## src/hw/rtl/assert_macros.svh

```systemverilog
// Assertion macros shared by the meter RTL.
`ifndef ASSERT_MACROS_SVH
`define ASSERT_MACROS_SVH

// Same-cycle implication, disabled while reset is low.
`define DBPM_ASSERT_IMPL(lbl, clk, rstn, ante, cons) \
    lbl: assert property (@(posedge clk) disable iff (!rstn) (ante) |-> (cons)) \
        else $error("dbpm: implication check failed");

// Next-cycle implication, disabled while reset is low.
`define DBPM_ASSERT_NEXT(lbl, clk, rstn, ante, cons) \
    lbl: assert property (@(posedge clk) disable iff (!rstn) (ante) |=> (cons)) \
        else $error("dbpm: next-cycle check failed");

`endif

```

## src/hw/rtl/dbpm_pkg.sv

```systemverilog
// Types, constants and the dB threshold table for the peak-hold meter.
package dbpm_pkg;

    localparam int DB_MAX_DEF      = 80;
    localparam int SAMPLE_BITS_DEF = 14;

    localparam int SMP_W     = 14;
    localparam int LVL_W     = 7;
    localparam int CNT_W     = 8;
    localparam int WGT_W     = 8;
    localparam int THR_W     = 20;
    localparam int NUM_W     = WGT_W + LVL_W;
    localparam int TABLE_LEN = 120;
    localparam int ADDR_W    = 3;
    localparam int DATA_W    = 32;
    localparam int S_TDATA_W = 16;
    localparam int M_TDATA_W = 16;

    localparam logic [CNT_W-1:0] HOLD_RST   = 8'd5;
    localparam logic [WGT_W-1:0] WEIGHT_RST = 8'd6;

    typedef enum logic [0:0] {
        REG_HOLD   = 1'b0,
        REG_WEIGHT = 1'b1
    } t_reg_idx;

    typedef enum logic [2:0] {
        ST_IDLE,
        ST_SEARCH,
        ST_DECIDE,
        ST_DIV,
        ST_DONE
    } t_state;

    // Smallest integer x with 20*log10(x) >= d, for d = 1..TABLE_LEN.
    localparam int unsigned DB_THRESH [TABLE_LEN] = '{
        2, 2, 2, 2, 2, 2, 3, 3, 3, 4,
        4, 4, 5, 6, 6, 7, 8, 8, 9, 10,
        12, 13, 15, 16, 18, 20, 23, 26, 29, 32,
        36, 40, 45, 51, 57, 64, 71, 80, 90, 100,
        113, 126, 142, 159, 178, 200, 224, 252, 282, 317,
        355, 399, 447, 502, 563, 631, 708, 795, 892, 1000,
        1123, 1259, 1413, 1585, 1779, 1996, 2239, 2512, 2819, 3163,
        3549, 3982, 4467, 5012, 5624, 6310, 7080, 7944, 8913, 10000,
        11221, 12590, 14126, 15849, 17783, 19953, 22388, 25119, 28184, 31623,
        35482, 39811, 44669, 50119, 56235, 63096, 70795, 79433, 89126, 100000,
        112202, 125893, 141254, 158490, 177828, 199527, 223873, 251189, 281839, 316228,
        354814, 398108, 446684, 501188, 562342, 630958, 707946, 794329, 891251, 1000000
    };

    function automatic logic [THR_W-1:0] db_thresh(input logic [LVL_W-1:0] d);
        logic [LVL_W-1:0] idx;
        idx = d - LVL_W'(1);
        if (d == '0) begin
            return '0;
        end else if (int'(d) > TABLE_LEN) begin
            return '1;
        end else begin
            return THR_W'(DB_THRESH[idx]);
        end
    endfunction

endpackage

```

## src/hw/rtl/dbpm_level_search.sv

```systemverilog
// Bit-serial search of the dB threshold table, one level bit per cycle.
`include "assert_macros.svh"

module dbpm_level_search #(
    parameter int MAX_DB      = dbpm_pkg::DB_MAX_DEF,
    parameter int SAMPLE_BITS = dbpm_pkg::SAMPLE_BITS_DEF
) (
    input  logic                       i_clk,
    input  logic                       i_rst_n,
    input  logic                       i_start,
    input  logic [dbpm_pkg::SMP_W-1:0] i_sample,
    output logic                       o_done,
    output logic [dbpm_pkg::LVL_W-1:0] o_level
);
    import dbpm_pkg::*;

    localparam int BIT_W = $clog2(LVL_W);
    localparam int KEEP  = (SAMPLE_BITS < SMP_W) ? SAMPLE_BITS : SMP_W;
    localparam logic [SMP_W-1:0] SMP_MASK = SMP_W'((64'(1) << KEEP) - 64'(1));

    logic             r_busy;
    logic             r_done;
    logic [BIT_W-1:0] r_bit;
    logic [LVL_W-1:0] r_level;
    logic [SMP_W-1:0] r_sample;
    logic [LVL_W-1:0] cand;
    logic             take;

    assign cand = r_level | (LVL_W'(1) << r_bit);
    assign take = (cand <= LVL_W'(MAX_DB)) && (THR_W'(r_sample) >= db_thresh(cand));

    always_ff @(posedge i_clk) begin
        if (!i_rst_n) begin
            r_busy <= 1'b0;
            r_done <= 1'b0;
            r_bit  <= '0;
        end else begin
            r_done <= r_busy && (r_bit == '0);
            if (i_start) begin
                r_busy <= 1'b1;
                r_bit  <= BIT_W'(LVL_W - 1);
            end else if (r_busy && (r_bit == '0)) begin
                r_busy <= 1'b0;
            end else if (r_busy) begin
                r_bit <= r_bit - BIT_W'(1);
            end
        end
    end

    always_ff @(posedge i_clk) begin
        if (i_start) begin
            r_sample <= i_sample & SMP_MASK;
            r_level  <= '0;
        end else if (r_busy && take) begin
            r_level <= cand;
        end
    end

    assign o_done  = r_done;
    assign o_level = r_level;

    `DBPM_ASSERT_IMPL(a_level_max, i_clk, i_rst_n, r_done, r_level <= LVL_W'(MAX_DB))

endmodule

```

## src/hw/rtl/dbpm_decay_div.sv

```systemverilog
// Bit-serial restoring divider for the peak decay average.
`include "assert_macros.svh"

module dbpm_decay_div (
    input  logic                       i_clk,
    input  logic                       i_rst_n,
    input  logic                       i_start,
    input  logic [dbpm_pkg::NUM_W-1:0] i_num,
    input  logic [dbpm_pkg::WGT_W-1:0] i_den,
    output logic                       o_done,
    output logic [dbpm_pkg::LVL_W-1:0] o_quot
);
    import dbpm_pkg::*;

    localparam int STEP_W = $clog2(NUM_W);

    logic              r_busy;
    logic              r_done;
    logic [STEP_W-1:0] r_step;
    logic [NUM_W-1:0]  r_num;
    logic [WGT_W-1:0]  r_rem;
    logic [WGT_W-1:0]  r_den;
    logic [WGT_W:0]    trial;
    logic              ge;

    assign trial = {r_rem, r_num[NUM_W-1]};
    assign ge    = trial >= {1'b0, r_den};

    always_ff @(posedge i_clk) begin
        if (!i_rst_n) begin
            r_busy <= 1'b0;
            r_done <= 1'b0;
            r_step <= '0;
        end else begin
            r_done <= r_busy && (r_step == '0);
            if (i_start) begin
                r_busy <= 1'b1;
                r_step <= STEP_W'(NUM_W - 1);
            end else if (r_busy && (r_step == '0)) begin
                r_busy <= 1'b0;
            end else if (r_busy) begin
                r_step <= r_step - STEP_W'(1);
            end
        end
    end

    always_ff @(posedge i_clk) begin
        if (i_start) begin
            r_num <= i_num;
            r_rem <= '0;
            r_den <= i_den;
        end else if (r_busy) begin
            r_num <= {r_num[NUM_W-2:0], ge};
            r_rem <= ge ? WGT_W'(trial - {1'b0, r_den}) : trial[WGT_W-1:0];
        end
    end

    assign o_done = r_done;
    assign o_quot = r_num[LVL_W-1:0];

    `DBPM_ASSERT_IMPL(a_quot_fits, i_clk, i_rst_n, r_done, r_num[NUM_W-1:LVL_W] == '0)

endmodule

```

## src/hw/rtl/db_peak_hold_meter_core.sv

```systemverilog
// Peak-hold dB level meter top level: control, registers and output stage.
//
//  channel   | dir | beat fields
//  s_axis    | in  | tdata[13:0] signal_strength
//  m_axis    | out | tdata[6:0] level_db, tdata[13:7] peak_db
//  apb       | in  | reg 0 peak_hold_count @0x0, reg 1 average_weight @0x4
//
// A beat passes from accept through the bit-serial threshold search, one step per level
// bit, then the decide and done control states when the peak is raised or held.
// A decaying peak adds the 15-step serial divider between the decide and done states.
// A new beat is accepted once the previous one has reached the output register.
// Synchronous active-low reset: peak at MAX_DB, hold count zero, registers 5 and 6.
// A stalled output holds its beat; the next result waits until it is taken.
`include "assert_macros.svh"

module db_peak_hold_meter_core #(
    parameter int MAX_DB      = dbpm_pkg::DB_MAX_DEF,
    parameter int SAMPLE_BITS = dbpm_pkg::SAMPLE_BITS_DEF
) (
    input  logic                           i_clk,
    input  logic                           i_rst_n,
    input  logic                           s_axis_tvalid,
    output logic                           s_axis_tready,
    input  logic [dbpm_pkg::S_TDATA_W-1:0] s_axis_tdata,   // [13:0] signal_strength
    output logic                           m_axis_tvalid,
    input  logic                           m_axis_tready,
    output logic [dbpm_pkg::M_TDATA_W-1:0] m_axis_tdata,   // [6:0] level_db, [13:7] peak_db
    input  logic                           psel,
    input  logic                           penable,
    input  logic                           pwrite,
    input  logic [dbpm_pkg::ADDR_W-1:0]    paddr,
    input  logic [dbpm_pkg::DATA_W-1:0]    pwdata,
    output logic [dbpm_pkg::DATA_W-1:0]    prdata,
    output logic                           pready
);
    import dbpm_pkg::*;

    localparam int PEAK_LSB = LVL_W;
    localparam int PEAK_MSB = 2 * LVL_W - 1;

    t_state                 r_state;
    t_state                 n_state;
    logic [LVL_W-1:0]       r_peak;
    logic [LVL_W-1:0]       n_peak;
    logic [CNT_W-1:0]       r_hold;
    logic [CNT_W-1:0]       n_hold;
    logic [CNT_W-1:0]       r_hold_cnt;
    logic [WGT_W-1:0]       r_weight;
    logic                   r_m_tvalid;
    logic [M_TDATA_W-1:0]   r_m_tdata;

    logic                   s_accept;
    logic                   cfg_wr;
    t_reg_idx               cfg_idx;
    logic                   srch_done;
    logic [LVL_W-1:0]       srch_level;
    logic                   div_start;
    logic                   div_done;
    logic [LVL_W-1:0]       div_quot;
    logic [NUM_W-1:0]       div_num;
    logic                   out_load;

    assign s_axis_tready = (r_state == ST_IDLE);
    assign s_accept      = s_axis_tvalid && s_axis_tready;
    assign pready        = 1'b1;
    assign cfg_wr        = psel && penable && pwrite && pready;
    assign cfg_idx       = t_reg_idx'(paddr[2]);

    dbpm_level_search #(
        .MAX_DB      (MAX_DB),
        .SAMPLE_BITS (SAMPLE_BITS)
    ) u_search (
        .i_clk    (i_clk),
        .i_rst_n  (i_rst_n),
        .i_start  (s_accept),
        .i_sample (s_axis_tdata[SMP_W-1:0]),
        .o_done   (srch_done),
        .o_level  (srch_level)
    );

    assign div_num = NUM_W'(r_weight - WGT_W'(1)) * NUM_W'(r_peak) + NUM_W'(srch_level);

    dbpm_decay_div u_div (
        .i_clk   (i_clk),
        .i_rst_n (i_rst_n),
        .i_start (div_start),
        .i_num   (div_num),
        .i_den   (r_weight),
        .o_done  (div_done),
        .o_quot  (div_quot)
    );

    always_ff @(posedge i_clk) begin
        if (!i_rst_n) begin
            r_state <= ST_IDLE;
            r_peak  <= LVL_W'(MAX_DB);
            r_hold  <= '0;
        end else begin
            r_state <= n_state;
            r_peak  <= n_peak;
            r_hold  <= n_hold;
        end
    end

    always_comb begin
        n_state   = r_state;
        n_peak    = r_peak;
        n_hold    = r_hold;
        div_start = 1'b0;
        out_load  = 1'b0;
        unique case (r_state)
            ST_IDLE: begin
                if (s_accept) begin
                    n_state = ST_SEARCH;
                end
            end
            ST_SEARCH: begin
                if (srch_done) begin
                    n_state = ST_DECIDE;
                end
            end
            ST_DECIDE: begin
                if (srch_level > r_peak) begin
                    n_peak  = srch_level;
                    n_hold  = r_hold_cnt;
                    n_state = ST_DONE;
                end else if (r_hold != '0) begin
                    n_hold  = r_hold - CNT_W'(1);
                    n_state = ST_DONE;
                end else begin
                    div_start = 1'b1;
                    n_state   = ST_DIV;
                end
            end
            ST_DIV: begin
                if (div_done) begin
                    n_peak  = div_quot;
                    n_state = ST_DONE;
                end
            end
            ST_DONE: begin
                if (!r_m_tvalid || m_axis_tready) begin
                    out_load = 1'b1;
                    n_state  = ST_IDLE;
                end
            end
            default: begin
                n_state = ST_IDLE;
            end
        endcase
    end

    // Hold the result beat until the sink takes it.
    always_ff @(posedge i_clk) begin
        if (!i_rst_n) begin
            r_m_tvalid <= 1'b0;
        end else if (out_load) begin
            r_m_tvalid <= 1'b1;
        end else if (m_axis_tready) begin
            r_m_tvalid <= 1'b0;
        end
    end

    always_ff @(posedge i_clk) begin
        if (out_load) begin
            r_m_tdata <= M_TDATA_W'({r_peak, srch_level});
        end
    end

    assign m_axis_tvalid = r_m_tvalid;
    assign m_axis_tdata  = r_m_tdata;

    always_ff @(posedge i_clk) begin
        if (!i_rst_n) begin
            r_hold_cnt <= HOLD_RST;
            r_weight   <= WEIGHT_RST;
        end else if (cfg_wr) begin
            unique case (cfg_idx)
                REG_HOLD:   r_hold_cnt <= pwdata[CNT_W-1:0];
                REG_WEIGHT: r_weight   <= (pwdata[WGT_W-1:0] == '0) ? WGT_W'(1)
                                                                     : pwdata[WGT_W-1:0];
                default:    r_hold_cnt <= r_hold_cnt;
            endcase
        end
    end

    always_comb begin
        unique case (cfg_idx)
            REG_HOLD:   prdata = DATA_W'(r_hold_cnt);
            REG_WEIGHT: prdata = DATA_W'(r_weight);
            default:    prdata = '0;
        endcase
    end

    `DBPM_ASSERT_IMPL(a_peak_max, i_clk, i_rst_n, 1'b1, r_peak <= LVL_W'(MAX_DB))
    `DBPM_ASSERT_IMPL(a_peak_ge_level, i_clk, i_rst_n, r_m_tvalid,
                      r_m_tdata[PEAK_MSB:PEAK_LSB] >= r_m_tdata[LVL_W-1:0])
    `DBPM_ASSERT_IMPL(a_div_in_state, i_clk, i_rst_n, div_done, r_state == ST_DIV)
    `DBPM_ASSERT_NEXT(a_accept_search, i_clk, i_rst_n, s_accept, r_state == ST_SEARCH)

endmodule

```

## config.mk

```make
export PLATFORM = sky130hd
export DESIGN_NAME = db_peak_hold_meter_core
export DESIGN_NICKNAME = d
export VERILOG_FILES = /design/src/hw/rtl/dbpm_pkg.sv /design/src/hw/rtl/dbpm_level_search.sv /design/src/hw/rtl/dbpm_decay_div.sv /design/src/hw/rtl/db_peak_hold_meter_core.sv
export VERILOG_INCLUDE_DIRS = /design/src /design/src/hw/rtl
export SDC_FILE = /design/constraint.sdc
export NUM_CORES = 1
export LEC_CHECK = 0
export BUFFER_PORTS_ARGS = -buffer_cell sky130_fd_sc_hd__buf_2
export CORE_AREA = 2 2 158 160
export DETAILED_ROUTE_END_ITERATION = 16
export DIE_AREA = 0 0 160 162
export GPL_ROUTABILITY_DRIVEN = 0
export HOLD_SLACK_MARGIN = 0.12
export PLACE_DENSITY_LB_ADDON = 0.05
export SETUP_SLACK_MARGIN = 0.05
export SYNTH_ARGS = -nofsm -noshare
export SYNTH_HDL_FRONTEND = slang
export SYNTH_SLANG_ARGS = --single-unit
```

## constraint.sdc

```tcl
create_clock -name i_clk -period 6.7 [get_ports i_clk]
set_input_delay 0.335 -clock i_clk [delete_from_list [all_inputs] [get_ports i_clk]]
set_output_delay 0.335 -clock i_clk [all_outputs]
set_load 0.02 [all_outputs]
```

[Word-level counts from Yosys, hierarchy flattened]
Memory sizes are Yosys's and may differ from the RTL's.
Cells that the tools add are included.
Storage, ports and cells
  register bits: 112
  ROM bits: 4096
  bits of input ports: 58
  output and inout port bits: 51
  logic and storage cells: 124
  memories: 1
Memories
  (name not given): depth 128, width 32, rd ports 1, clocked after memory_dff 0, write ports 0, RTL line dbpm_pkg.sv:59  | return THR_W'(DB_THRESH[idx]);
Operators by class
  add/subtract/negate cells: 7
  multiply operators: 1
  $lt $le $gt $ge: 6
  equality and inequality tests: 11
  shifts and indexed selects: 1
  mux-type cells: 38
  bitwise gates (word level): 6
  reduce and logical (&&, ||, !) cells: 33
Operators by type and width (number)
  $mux 20: 4
  $pmux 32 s2: 1
  $mux 8: 4
  $mux 15: 2
  $mux 3: 9
  $ge 14x20->1: 1
  $add 15x7->15: 1
  $mul 9x8->15: 1
  $pmux 3 s5: 1
  $mux 7: 2
  $pmux 7 s2: 1
  $reduce_and 2->1: 7
  $reduce_bool 2->1: 7
  $mux 4: 3
  $mux 1: 11
  $ge 9x8->1: 1
  $sub 8x1->9 const B: 1
  $ge 8x8->1 const B: 1
  $logic_not 8->1: 1
  $ne 2x2->1 const B: 4
  $not 7->8: 1
  $reduce_bool 8->1: 1
  $sub 8x1->8 const B: 1
  $sub 8x8->8: 1
  other kinds (22): 36

[Logic depth before layout (Yosys ltp)]
Gate-level depths: netlist of run 1.
  word-level depth: 12
  depth in mapped cells: 28
  gate-level depth less buffers: 23

[By module]
Synthesis of run 1 repeated with hierarchy kept, for this count alone.
Second synthesis, totals
  cell total of the unflattened synthesis: 1410
  area, all modules: 11763.8 µm²
By module, submodules not included
  db_peak_hold_meter_core: times used 1, cells each 616, area each 5342.6 µm², seq. area each 1121.1 µm²
  dbpm_level_search: times used 1, cells each 616, area each 4419.2 µm², seq. area each 660.6 µm²
  dbpm_decay_div: times used 1, cells each 178, area each 2001.9 µm², seq. area each 970.9 µm²

[Worst setup path after synthesis of run 1]
Ideal clock, no wire load.
  kind: flip-flop to flip-flop
  from: reg r_weight[0]
  to: reg u_div.r_num[14] (data pin)
  setup time: 267 ps
  data arrival time: 5178 ps
  data required time: 6433 ps
  slack: 1255 ps
  stages on the path, launching flop included: 24
  buffers on the path: 1
  period minus slack after synthesis: 5445 ps
  cell sequence: dfxtp_1 > clkbuf_1 > inv_1 > ha_1 > nand2_1 > or3_1 > xnor2_1 > nand2_1 > fa_1 > inv_1 > fa_1 > inv_1 > fa_1 > fa_1 > inv_1 > ha_1 > o21ai_0 > o21ai_0 > a31oi_1 > nor2b_1 > o21a_1 > o41ai_1 > xnor2_1 > o21ai_0
Between the ends
  word-level cells in the longest chain between the ends: 4
RTL lines
  start, declared: RTL line db_peak_hold_meter_core.sv:48  | logic [WGT_W-1:0] r_weight;
  start signal, assigned: RTL line db_peak_hold_meter_core.sv:180  | REG_WEIGHT: r_weight <= (pwdata[WGT_W-1:0] == '0) ? WGT_W'(1)
  $sub 8x1->9: RTL line db_peak_hold_meter_core.sv:81  | assign div_num = NUM_W'(r_weight - WGT_W'(1)) * NUM_W'(r_peak) + NUM_W'(srch_level);
  $mul 9x8->15: RTL line db_peak_hold_meter_core.sv:81
  $add 15x7->15: RTL line db_peak_hold_meter_core.sv:81
  $mux 15: RTL line dbpm_decay_div.sv:48  | if (i_start) begin
  end signal, assigned: RTL line dbpm_decay_div.sv:49  | r_num <= i_num;
  end signal, assigned: RTL line dbpm_decay_div.sv:53  | r_num <= {r_num[NUM_W-2:0], ge};
  end, declared: RTL line dbpm_decay_div.sv:20  | logic [NUM_W-1:0] r_num;
Every way passes these cells.
A chain may end at the register's enable or synchronous reset.

[Worst setup path in the final report of run 1]
  from: reg r_weight[1]
  to: reg u_div.r_num[14] (data pin)
Same word-level chain as after synthesis.

==> flow_summary.yaml, run 1 <==
synthesis:
  synth_warnings: 0
  synth_area_leaders: "edfxtp_1, dfxtp_1, fa_1, ha_1, nand2_1"
  synth-async-reset-ratio_pct: 0
  synthCells: 1434
  synth_largest_area_cell: "edfxtp_1"
  ys_types: 75
  ys_ff_latch: 112
  synthFlopType: "dfxtp_1"
  syn_area_per_cell_um2: 7.87
  synth_edf_count: 51
  netlist_area_um2: 11300
  synth_seq_area_share_pct: 24.4
  synth_top_area_share_pct: 13.6
finish:
  syn_to_final_growth_pct: 8.35
  final_nets: 1640
  final_common_cell: "nand2_1"
  num_antenna_cells: 0
  layout_common_cells: "nand2_1, inv_1, o21ai_0"
  drive_gt1_share_pct: 9.32
global_routing:
  grt_pass1_vias: 10031
  grt_pass1_wl_mm: 56.2
  grt_remaining_overflow: 0
  antenna_found_initial: 0
  grt_max_degree: 50
  grtUsageTotal_pct: 27.5
sta:
  finalSetupViolations: 0
  finalCriticalPeriod_ps: 5850
  slew_violations: 0
  finalClockSkew_ps: 13.2
  fin_crit_sh_pct: 87.3
  slew_headroom_pct: 29.9
  fmax_ghz: 0.171
  hold_violations: 0
  tightest_slew_ps: 1050
  tns_ps: 0
  whs_ps: 198
  rsz0062_at_grt: "no"
min_path:
  min-delay-start: "pwdata[0]"
  hp-class: "in2reg"
route:
  wl_per_cell_um: 19.7
  routed-via-count: 10680
  route.detailed.drc: 0
  routed_via_density: 5.99
  first_pass_iters: 6
  routed_wl_mm: 35.2
  drt_iter0_markers: 1174
  antenna_left: 0
floorplan:
  num_rows: 57
  dieArea_um2: 25900
  die_x_um: 160
  fp.dieH_um: 162
  io_pins: 109
  fp.coreArea_um2: 24100
  initial_utilization_pct: 46.8
clock_tree:
  clockRootBuffer: "clkbuf_16"
  cts_buffer_depth: 2
  postCtsSetupRepairBufs: 0
  ctsResizeCount: 0
  cts.clk_slew.worst_paths_ps: 90
  htreeDepth: 3
  hold_buffers: 14
  cts_made_buffers: 9
  clk_latency_ps: 380
  clock_sinks: 112
  cts_tree: "built"
setup_path:
  crit_start: "r_weight[1]"
  cpPeakStageDelay_ps: 550
  cp_slowest_cell: "fa_1"
  r2r_start: "r_weight[1]"
  crit_buf_inv: 4
  crit_fanout: 7
  criticalPathCategory: "reg2reg"
  crit_family: "adder cells"
  cp-end-kind: "flip-flop"
  crit_required_ps: 6810
  cp_data_arrival_time_ps: 5960
  path_cells: "inv_1 > ha_1 > nand2_1 > or3_1 > xnor2_1 > nand2_1 > fa_1 > inv_1 > fa_1 > inv_1 > fa_1 > fa_1 > inv_1 > ha_1 > o21ai_0 > o21ai_0 > a31oi_1 > nor2b_1 > o21a_1 > o41ai_1 > xnor2_1 > o21ai_0"
  start_kind: "flip-flop"
place:
  dp_hpwl_mm: 25.1
  numPortBuffers: 53
power_and_ir_drop:
  power.density_nw_per_um2: 251
  p_leak_uw: 0.00515
  ir_drop_mv: 0.127
outcome:
  status: "completed"
flow_run:
  maxCapViolCount: 0
power by group:
part / total [µW] / internal, µW / switching [µW]
registers: 801 / 754 / 46.4
logic: 1690 / 600 / 1090
clock network: 580 / 273 / 307
total: 3070 / 1630 / 1450
cell families after synthesis:
kind of cell	after synthesis	synth area share, %
xor+xnor	43	3.34
compound gates	429	24.1
buf+inv	247	9.48
simple gates	449	18.7
other cells	2	0.0665
fa+ha+maj	127	17.6
flops	112	24.4
mux	25	2.32
layout make-up:
class	count	area (µm²)
fillers	2376	11900
multi-input cells	1100	7590
flip-flops and latches	112	2750
repair buffers	104	683
inverters	128	480
well taps	324	405
clock buffers	9	225
clock inverters	7	91.3
final timing paths:
path	to	slack [ps]	depth (start not counted)
setup / recovery	u_div.r_num[14]	850	22
hold / removal	r_hold_cnt[0]	200	3
setup reg to reg	u_div.r_num[14]	850	22
hold reg to reg	u_div.r_rem[7]	480	2
worst min-delay path: stages:
cell and delay, ps:
buf_2 100, nand2_1 50, nand3_1 60
sequential cells by signal (all words and copies together) (netlist names), 3 cells and up:
name,cells
u_div.r_den,8
r_hold,8
r_state,3
u_search.r_sample,14
u_search.o_level,7
m_axis_tdata,14
u_div.r_num,15
r_weight,8
r_hold_cnt,8
r_peak,7
u_search.r_bit,3
u_div.r_step,4
u_div.r_rem,8
routing by layer:
metal / global-route usage [%] / routed length, µm / up-vias
li1: - / - / 5060
met1: 39.4 / 16100 / 4960
met2: 39.7 / 14700 / 578
met3: 7.58 / 3560 / 82
met4: 9.42 / 875 / 0
met5: 0 / 0 / -
synthesized netlist by cell type (all sizes together), types with 27 or more instances:
cell type / number
nor2: 109
o21ai: 111
buf: 55
inv: 124
a21oi: 100
edfxtp: 51
o22ai: 30
nor3: 35
fa: 53
nand2: 163
a31oi: 31
ha: 74
xnor2: 27
nand3: 34
clkbuf: 64
dfxtp: 61
stage by stage:
stage / instance area [µm²] / worst slack, ps / instances / util [%] / total power, µW
3_3_place_gp: 11800 / 923 / 1754 / 48.8 / 2440
3_5_place_dp: 11800 / 902 / 1754 / 48.8 / 2430
5_1_grt: 12200 / 429 / 1784 / 50.7 / 3260
6_report: 12200 / 852 / 1784 / 50.7 / 3070
4_1_cts: 12200 / 855 / 1784 / 50.7 / 3040
2_1_floorplan: 11400 / 1260 / 1459 / - / 1980
Power figures use the tool's default switching activity.
==> inputs of run 2 (changes only) <==
Settings changed: CORE_AREA 2 2 158 160 to 2 2 162 164, DIE_AREA 0 0 160 162 to 0 0 164 166, SYNTH_HIERARCHICAL from default to 1.
==> run 2 against run 1 <==
Sequential power is 2.9% higher; cell count is 1.7% lower; clock power about the same; synthesized cell count is 1.7% lower; cell area grew 2.0%; largest power group unchanged; largest cell class unchanged; utilization is 2.0 points lower; combinational power is 31% higher; wire length rose by 4.2%.
==> flow_summary.yaml, run 2 <==
outcome:
  status: "completed"
finish:
  final.fill_count: 2542
  max_flop_register: "u_div/r_num"
  regArea_um2: 2750
  finalNonFillerCells: 1754
  layout_common_cells: "inv_1, nand2_1, nor2_1"
  final_util_pct: 48.7
  final_nets: 1600
  final_common_cell: "inv_1"
  syn_to_final_growth_pct: 6.02
  largest_reg_flops: 15
  drive_gt1_share_pct: 13.0
  multiInputGateArea_um2: 7920
  num_antenna_cells: 0
clock_tree:
  clockRootBuffer: "clkbuf_16"
  cts_made_buffers: 9
  clk_latency_ps: 370
  cts.clk_slew.worst_paths_ps: 90
  cts_tree: "built"
  postCtsSetupRepairBufs: 0
  cts_buffer_depth: 2
  htreeDepth: 3
  hold_buffers: 0
  clock_sinks: 112
  ctsResizeCount: 0
sta:
  slew_violations: 0
  fin_crit_sh_pct: 88.3
  finalSetupViolations: 0
  fin_ws_ps: 784
  finalCriticalPeriod_ps: 5920
  fmax_ghz: 0.169
  tns_ps: 0
  tightest_slew_ps: 1280
  whs_ps: 142
  finalClockSkew_ps: 24.3
  slew_headroom_pct: 14.2
  hold_violations: 0
  rsz0062_at_grt: "no"
setup_path:
  rr_worst_depth: 19
  cp_slowest_cell: "fa_1"
  path_cells: "inv_1 > ha_1 > or3b_1 > nor3_1 > xnor2_1 > nor2_1 > fa_1 > inv_1 > fa_1 > fa_1 > fa_1 > inv_1 > ha_1 > and2_1 > and3_1 > o31ai_1 > a31oi_1 > xnor2_1 > mux2_2"
  regToRegSetupSlack_ps: 780
  crit_required_ps: 6810
  cp-endpoint: "u_div/r_num[14]"
  r2r_start: "r_weight[0]"
  r2r_end: "u_div/r_num[14]"
  criticalPathCategory: "reg2reg"
  cpPeakStageDelay_ps: 560
  crit_family: "adder cells"
  cp.depth: 19
  crit_buf_inv: 3
  crit_fanout: 7
  crit_top_cell: "fa_1"
  crit_start: "r_weight[0]"
  start_kind: "flip-flop"
  cp-end-kind: "flip-flop"
  cp_data_arrival_time_ps: 6030
global_routing:
  grtUsageTotal_pct: 27.0
  grt_pass1_wl_mm: 58.5
  grt_pass1_vias: 10673
  grt_max_degree: 41
  grt_remaining_overflow: 0
  antenna_found_initial: 0
floorplan:
  io_pins: 109
  dieArea_um2: 27200
  initial_utilization_pct: 45.9
  die_x_um: 164
  fp.dieH_um: 166
  fp.coreArea_um2: 25600
  num_rows: 59
route:
  wl_met1_mm: 15.6
  route.detailed.drc: 0
  routed_wl_mm: 36.7
  top_layer: "met4"
  wl_per_cell_um: 20.9
  wl_met2_mm: 16.8
  route.met3.wl_mm: 2.71
  antenna_left: 0
  routed_via_density: 6.12
  routed-via-count: 10737
  first_pass_iters: 7
  drt_iter0_markers: 1401
synthesis:
  synth_edf_count: 51
  synth_warnings: 6
  syn_area_per_cell_um2: 8.34
  synth.most_common_cell: "inv_1"
  yosys-top-cells-count: "inv_1, nand2_1, nor2_1"
  synth_top_area_share_pct: 13.0
  synth_area_leaders: "edfxtp_1, dfxtp_1, fa_1, ha_1, inv_1"
  synth-async-reset-ratio_pct: 0
  synth_seq_area_share_pct: 23.4
  ys_types: 103
  ys_ff_latch: 112
  synthCells: 1410
  synth_largest_area_cell: "edfxtp_1"
  synthFlopType: "dfxtp_1"
  netlist_area_um2: 11800
min_path:
  hp-class: "in2reg"
  min-delay-start: "s_axis_tdata[3]"
place:
  placedCellCount: 1738
  dp_slack_ps: 784
  dp_hpwl_mm: 26.7
  numPortBuffers: 53
power_and_ir_drop:
  ir_drop_mv: 0.151
  power.density_nw_per_um2: 290
  p_leak_uw: 0.00506
flow_run:
  maxCapViolCount: 0
[run 2: cell types whose count changed in the layout (fill, tap and decap cells not counted), sizes merged, moves of 10 or more]
cell / previous run / this run
nand2: 163 / 126
o21ai: 111 / 74
a21boi: 20 / 4
inv: 128 / 138
a31oi: 31 / 13
dlygate4sd3: 14 / 0
o22ai: 30 / 14
mux2: 9 / 33
[run 2: final cells by class]
cell class / instances / share of cell area, %
multi-input cells: 1061 / 63.5
inverters: 140 / 4.21
clock buffers: 9 / 1.81
repair buffers: 90 / 4.35
clock inverters: 7 / 0.732
flip-flops and latches: 112 / 22.1
well taps: 335 / 3.36
[run 2: worst register-to-register path, cell delays in order (launching register included)]
cell	delay [ps]
dfxtp_1	490
inv_1	130
ha_1	240
or3b_1	330
nor3_1	100
xnor2_1	530
nor2_1	140
fa_1	560
inv_1	50
fa_1	460
fa_1	510
fa_1	540
inv_1	40
ha_1	330
and2_1	180
and3_1	180
o31ai_1	270
a31oi_1	150
xnor2_1	160
mux2_2	270
[run 2: logic make-up after synthesis]
| logic type | after synthesis | synth area share (%) |
|---|---|---|
| and+or+nand+nor | 436 | 18.7 |
| AOI/OAI and AO/OA | 381 | 22.8 |
| buffers and inverters | 262 | 10.3 |
| adders and majority gates | 129 | 17.1 |
| DFF | 112 | 23.4 |
| muxes | 50 | 4.78 |
| xor gates and xnor gates | 38 | 2.83 |
| other | 2 | 0.0638 |
[run 2: worst min-delay path by stage]
| stage | endpoint | slack, ps | depth (start not counted) |
|---|---|---|---|
| 6_report | u_search/r_sample[3] | 140 | 1 |
| 5_1_grt | u_search/r_sample[3] | 130 | 1 |
| 4_1_cts | u_search/r_sample[3] | 130 | 1 |
| 3_5_place_dp | r_hold_cnt[3] | 460 | 2 |
| 3_3_place_gp | r_hold_cnt[5] | 460 | 2 |
| 2_1_floorplan | m_axis_tdata[8] | 410 | 0 |
[run 2: per-layer routing]
layer	vias up	GRT usage [%]
met4	0	11.9
met2	541	43.0
li1	5017	-
met3	115	4.02
met5	-	0
met1	5064	36.4
[run 2: power by group]
part	leakage, µW	switching [µW]	internal [µW]
Sequential	0.000956	55.3	769
Combinational	0.00395	1450	768
Clock	0.000152	307	273
Total	0.00506	1810	1810
[run 2: metrics by stage]
step / power, µW / area (µm²)
4_1_cts: 3550 / 12500
3_3_place_gp: 2980 / 12200
3_5_place_dp: 2970 / 12200
5_1_grt: 3820 / 12500
2_1_floorplan: 2370 / 11900
6_report: 3620 / 12500
